## src/topic_filter_match_table_assert.svh

```systemverilog
// Assertion macros for the topic filter match table.
`ifndef TOPIC_FILTER_MATCH_TABLE_ASSERT_SVH
`define TOPIC_FILTER_MATCH_TABLE_ASSERT_SVH

// same-cycle implication
`define TFM_ASSERT_NOW(lbl, ante, cons, msg) \
	lbl: assert property (@(posedge clk) disable iff (!arst_n) (ante) |-> (cons)) \
		else $error(msg);

// next-cycle implication
`define TFM_ASSERT_NEXT(lbl, ante, cons, msg) \
	lbl: assert property (@(posedge clk) disable iff (!arst_n) (ante) |=> (cons)) \
		else $error(msg);

`endif

```

## src/tfm_pkg.sv

```systemverilog
// Shared constants and types of the topic filter match table.
`default_nettype none
package tfm_pkg;
	localparam int ENTRIES_DEF      = 12;
	localparam int FILTER_CHARS_DEF = 64;
	localparam int TOPIC_CHARS_DEF  = 128;

	localparam int MASK_W     = 12;
	localparam int SLOT_OUT_W = 4;
	localparam int KIND_W     = 2;

	localparam logic [7:0] CH_HASH  = 8'h23;
	localparam logic [7:0] CH_PLUS  = 8'h2B;
	localparam logic [7:0] CH_SLASH = 8'h2F;

	localparam logic [KIND_W-1:0] KIND_MATCH  = 2'd0;
	localparam logic [KIND_W-1:0] KIND_STORED = 2'd1;
	localparam logic [KIND_W-1:0] KIND_FULL   = 2'd2;

	localparam logic REQ_FILTER = 1'b0;
	localparam logic REQ_TOPIC  = 1'b1;

	typedef struct packed {
		logic load_byte;
		logic topic_byte;
		logic step;
		logic finish;
		logic commit;
	} tfm_cmd_t;

	typedef struct packed {
		logic topic_sat;
		logic cont;
		logic act_any;
	} tfm_stat_t;
endpackage
`default_nettype wire

```

## src/tfm_ctrl.sv

```systemverilog
// Controller: sequences each transfer through the datapath and owns the handshakes.
`default_nettype none
module tfm_ctrl import tfm_pkg::*; (
	input  wire logic      clk,
	input  wire logic      arst_n,
	input  wire logic      in_valid,
	input  wire logic      in_type,
	input  wire logic      in_last,
	output logic           in_ready,
	output logic           out_valid,
	input  wire logic      out_ready,
	input  wire tfm_stat_t stat,
	output tfm_cmd_t       cmd
);
	typedef enum logic [2:0] {
		ST_IDLE, ST_EVAL, ST_WAIT, ST_FWAIT, ST_FIN, ST_LRES
	} state_t;

	state_t state_q;
	logic   last_q, out_valid_q, fire, out_free;

	assign fire     = in_valid && in_ready;
	assign in_ready = (state_q == ST_IDLE);
	assign out_free = !out_valid_q || out_ready;

	always_comb begin
		cmd.load_byte  = fire && in_type == REQ_FILTER;
		cmd.topic_byte = fire && in_type == REQ_TOPIC && !stat.topic_sat;
		cmd.step       = (state_q == ST_EVAL);
		cmd.finish     = (state_q == ST_FIN) && out_free;
		cmd.commit     = (state_q == ST_LRES) && out_free;
	end

	always_ff @(posedge clk or negedge arst_n) begin
		if (!arst_n) begin
			state_q     <= ST_IDLE;
			last_q      <= 1'b0;
			out_valid_q <= 1'b0;
		end else begin
			if (out_ready) begin
				out_valid_q <= 1'b0;
			end
			case (state_q)
				ST_IDLE: begin
					if (fire) begin
						last_q <= in_last;
						if (in_type == REQ_FILTER) begin
							state_q <= in_last ? ST_LRES : ST_IDLE;
						end else if (!stat.topic_sat) begin
							state_q <= ST_EVAL;
						end else begin
							state_q <= in_last ? ST_FIN : ST_IDLE;
						end
					end
				end
				ST_EVAL: begin
					if (stat.cont) begin
						state_q <= ST_WAIT;
					end else begin
						state_q <= last_q ? ST_FWAIT : ST_IDLE;
					end
				end
				ST_WAIT:  state_q <= ST_EVAL;
				ST_FWAIT: state_q <= ST_FIN;
				ST_FIN, ST_LRES: begin
					if (out_free) begin
						out_valid_q <= 1'b1;
						state_q     <= ST_IDLE;
					end
				end
				default: state_q <= ST_IDLE;
			endcase
		end
	end

	assign out_valid = out_valid_q;
endmodule
`default_nettype wire

```

## config.mk

```make
export PLATFORM = sky130hd
export DESIGN_NAME = tfm_ctrl
export DESIGN_NICKNAME = d
export VERILOG_FILES = /design/src/topic_filter_match_table_assert.svh /design/src/tfm_pkg.sv /design/src/tfm_ctrl.sv
export SDC_FILE = /design/constraint.sdc
export NUM_CORES = 1
export LEC_CHECK = 0
export BUFFER_PORTS_ARGS = -buffer_cell sky130_fd_sc_hd__buf_2
export CORE_AREA = 2 2 39 41
export DETAILED_ROUTE_END_ITERATION = 8
export DIE_AREA = 0 0 41 43
export PLACE_DENSITY = 0.53
export REMOVE_ABC_BUFFERS = 1
export SLEW_MARGIN = 20
export SYNTH_ARGS = -nofsm -noshare
export SYNTH_HDL_FRONTEND = slang
export SYNTH_SLANG_ARGS = --single-unit
export TNS_END_PERCENT = 1
```

## constraint.sdc

```tcl
create_clock -name clk -period 1.3 [get_ports clk]
set_input_delay 0.325 -clock clk [delete_from_list [all_inputs] [get_ports clk]]
set_output_delay 0.325 -clock clk [all_outputs]
set_load 0.1 [all_outputs]
```

Yosys cells after proc, flatten, opt, wreduce, memory -nomap -nowiden
Index checks and enable logic that the tools add are counted.
Widths: inputs -> output; s select.
Storage, ports and cells
  register bits after elaboration: 5
  bits of input ports: 9
  output and inout port bits: 7
  logic and storage cells: 36
Operators by class
  equality and inequality tests: 7
  multiplexer cells: 12
  bitwise gates (word level): 1
  reduce and logical (&&, ||, !) cells: 13
Operators by type and width (count)
  $mux 3: 6
  $pmux 3 s5: 1
  $eq 3x2->1 const B: 2
  $eq 3x3->1 const B: 2
  $logic_and 1x1->1: 6
  $mux 2: 2
  $reduce_and 2->1: 2
  $eq 3x1->1 const B: 1
  $logic_not 3->1: 1
  $mux 1: 3
  $logic_not 1->1: 2
  $ne 2x1->1 const B: 1
  $ne 2x2->1 const B: 1
  $reduce_or 2->1: 1
  $logic_or 1x1->1: 1
  $not 1->1: 1

Depth between registers and ports, before layout
  depth after elaboration: 5
  gate-level depth with buffers: 4
  gate-level depth less buffers: 3

Worst setup path before layout
No wires, ideal clock.
  kind: reg-to-reg
  start: register state_q[1]
  end: register state_q[1]
  setup time: 0.074 ns
  data arrival time: 3.038 ns
  required time: 1.226 ns
  setup slack: -1.812 ns
  stages on the path, launching flop included: 4
  buffers on the path: 1
  period minus slack after synthesis: 3.112 ns
  cells stage by stage: dfrtp_1 > buf_2 > nor3b_1 > o21a_1
RTL lines
  start, declared: RTL line tfm_ctrl.sv:19  | state_t state_q;
  start signal, assigned: RTL line tfm_ctrl.sv:48  | state_q <= in_last ? ST_LRES : ST_IDLE;
  start signal, assigned: RTL line tfm_ctrl.sv:52  | state_q <= in_last ? ST_FIN : ST_IDLE;
  start signal, assigned: RTL line tfm_ctrl.sv:60  | state_q <= last_q ? ST_FWAIT : ST_IDLE;

==> metrics <==
status=finished with violations; failing checks=setup timing; post-synthesis register bit count=5; vias in the first global route=approximately 320; area delta synth->final=104%; post-synth cell types=20; CTS Buf Count=3; Avg Synthesized Cell Area=approximately 9.4 sq um; Worst-Margin Slew=218 ps; first-pass GRT wire length=between 1000 and 1500 um; die height=approximately 43 um; n_diodes=0; setup tns final=-2120 ps; met2 GRT Util=approximately 15%; Synth Instances=35; max-slew violations=0; Period minus WS final=around 1600 ps; Routed WL per cell=roughly 11 um; RSZ-0062 raised after global routing=yes; met3 Usage GRT=between 2 and 2.5%; clock slew at reported path FFs=approximately 40 ps; routed vias/inst=4.36; FF-to-FF Start=state_q[2]; antenna violations before repair=0; flop-to-flop setup slack=-260 ps; endpoints failing setup=7; WL final=roughly 860 um; worst path cell trace=buf_4 > nor3b_2 > buf_4 > buf_12; IO Port Bufs=14; initial drt markers=5; maximum clock insertion buffer count=2; sequential area share after synthesis=approximately two fifths; Hold WS=322 ps; CP Max Fanout=6; fraction of layout cells with a size suffix above 1=between 60% and 70%; CP Buf/Inv Count=3; # H-tree levels=1; CP endpoint kind=output port; Pre-Repair DR Iteration Count=2; post-route ant nets=0; worst r2r path cells=6; hold worst-path end=state_q[1]; GRT Total Usage=10.8%; max-cap violations=0; Largest stage delay, worst path=approximately 460 ps; warnings from Yosys=0; # DRC=0; Max Freq=610 MHz; hold_sp=stat[1]; routing usage on met1=13.0%; IO Count=16; Nets=between 70 and 80; synthesized area=328 sq um; largest net degree at the start of global routing=9; Die X=between 40 and 50 um; Post-DP HPWL=~590 um; final setup margin=-340 ps; Starting Density=between 20% and 30%; Place WS=-174 ps; CP Class=flip-flop to output port; CTS tree=done; Max-slew headroom=about 85%; Fin. Hold Viols=0; r2r endpoint=last_q; Die Area=0.00176 sq mm; crit start category=flip-flop; Critical Path Start=state_q[1]; CP arrival=approximately 1300 ps; CP dominant cell by count=buf_4; period utilisation layout=126%; core area=between 0.001 and 0.0015 sq mm; clock sink count=5; Worst Hold Depth=2; Crit path max-delay family=buffers and inverters; GRT overflow=0; Max stage delay cell, worst path=dfrtp_2; # rows=14; CP required=around 980 ps; Worst-Skew Late Latency=between 200 and 250 ps; global route hottest layer=met2; root buffer cell=clkbuf_4; Max Clock Skew=0.945 ps; via count=around 350; HP Class=primary input to flip-flop; GP Congestion=about 0.77
==> cells by family (layout without fill, tap and decap cells) <==
family | count (synthesis) | in the layout | share of synthesized area [%]
buf+inv | 4 | 34 | 9.54
simple gates | 17 | 17 | 30.2
mux | 2 | 2 | 7.63
compound gates | 7 | 7 | 14.5
flops | 5 | 5 | 38.2
==> what timing repair did <==
item,CTS,global route
hold endpoints to repair,5,0
pin swaps,3,2
gates resized for setup,8,2
buffers inserted,4,1
hold buffers,1,0
setup endpoints to repair,7,7
==> state kept, by name, indices dropped and copies added (netlist names) <==
signal / flops
last_q: 1
out_valid: 1
state_q: 3
==> cells in the final DEF (no fill, tap or decap), types with 2 or more instances in the layout <==
| cell type | synthesis | layout |
|---|---|---|
| nand2b_1 | 2 | 2 |
| clkbuf_4 | 0 | 3 |
| dfrtp_2 | 0 | 2 |
| buf_4 | 0 | 13 |
| a21oi_1 | 2 | 2 |
| dfrtp_1 | 5 | 3 |
| buf_12 | 0 | 7 |
| nand2_1 | 3 | 3 |
| nor2_4 | 0 | 2 |
| nor2_1 | 5 | 2 |
| o21a_1 | 2 | 2 |
| buf_2 | 1 | 7 |
==> per-layer routing <==
layer  share of wire, %  vias up
met4                1.2        0
met2                 55        8
met1                 40      162
li1                   -      181
met3                3.7        2
met5                  0        -
==> metrics by stage <==
stage	cells	cell area (sq um)	util (%)
detailed placement	71	563	40.7
global placement	71	563	40.7
floorplan	32	300	-
global route	81	668	48.3
finish	81	668	48.3
CTS	80	656	47.4
==> cells in the mapped netlist, drive strengths merged <==
master / n / share of area [%]
nor3b: 2 / 4.6
nand4: 1 / 1.9
a21oi: 2 / 3.1
mux2i: 1 / 3.1
o21ai: 1 / 1.5
nor2: 5 / 5.7
nor3: 1 / 5.0
mux2: 1 / 4.6
inv: 1 / 1.1
o2111ai: 1 / 2.7
nand2: 4 / 5.3
and3: 1 / 1.9
o221ai: 1 / 2.7
dfrtp: 5 / 38
nor2b: 1 / 1.9
o21a: 2 / 4.6
nand2b: 2 / 3.8
buf: 3 / 8.4
==> worst max-delay path by stage <==
| stage | to | slack [ps] | cells past startpoint |
|---|---|---|---|
| CTS | cmd[4] | -380 | 4 |
| floorplan | state_q[1] | -1830 | 2 |
| finish | cmd[2] | -340 | 4 |
| global route | cmd[2] | -420 | 4 |
| detailed placement | cmd[3] | -170 | 4 |
| global placement | cmd[3] | -170 | 4 |
==> worst reg2reg max path, delay by kind of cell, from the launching register on <==
kind	cells	cell delay, ps
DFF	1	440
buffers and inverters	3	390
and+or+nand+nor	2	330
muxes	1	280
==> cell type report <==
type                            count  area [sq um]
Clock buffer                        4          26.3
Fill cell                         132           716
Inverter                            1          3.75
Multi-Input combinational cell     26           196
Sequential cell                     5           128
Tap cell                           16          20.0
Timing Repair Buffer               29           294
Power is not shown: default switching activity piles up to over one toggle a cycle in this logic, so the estimate is an artifact.
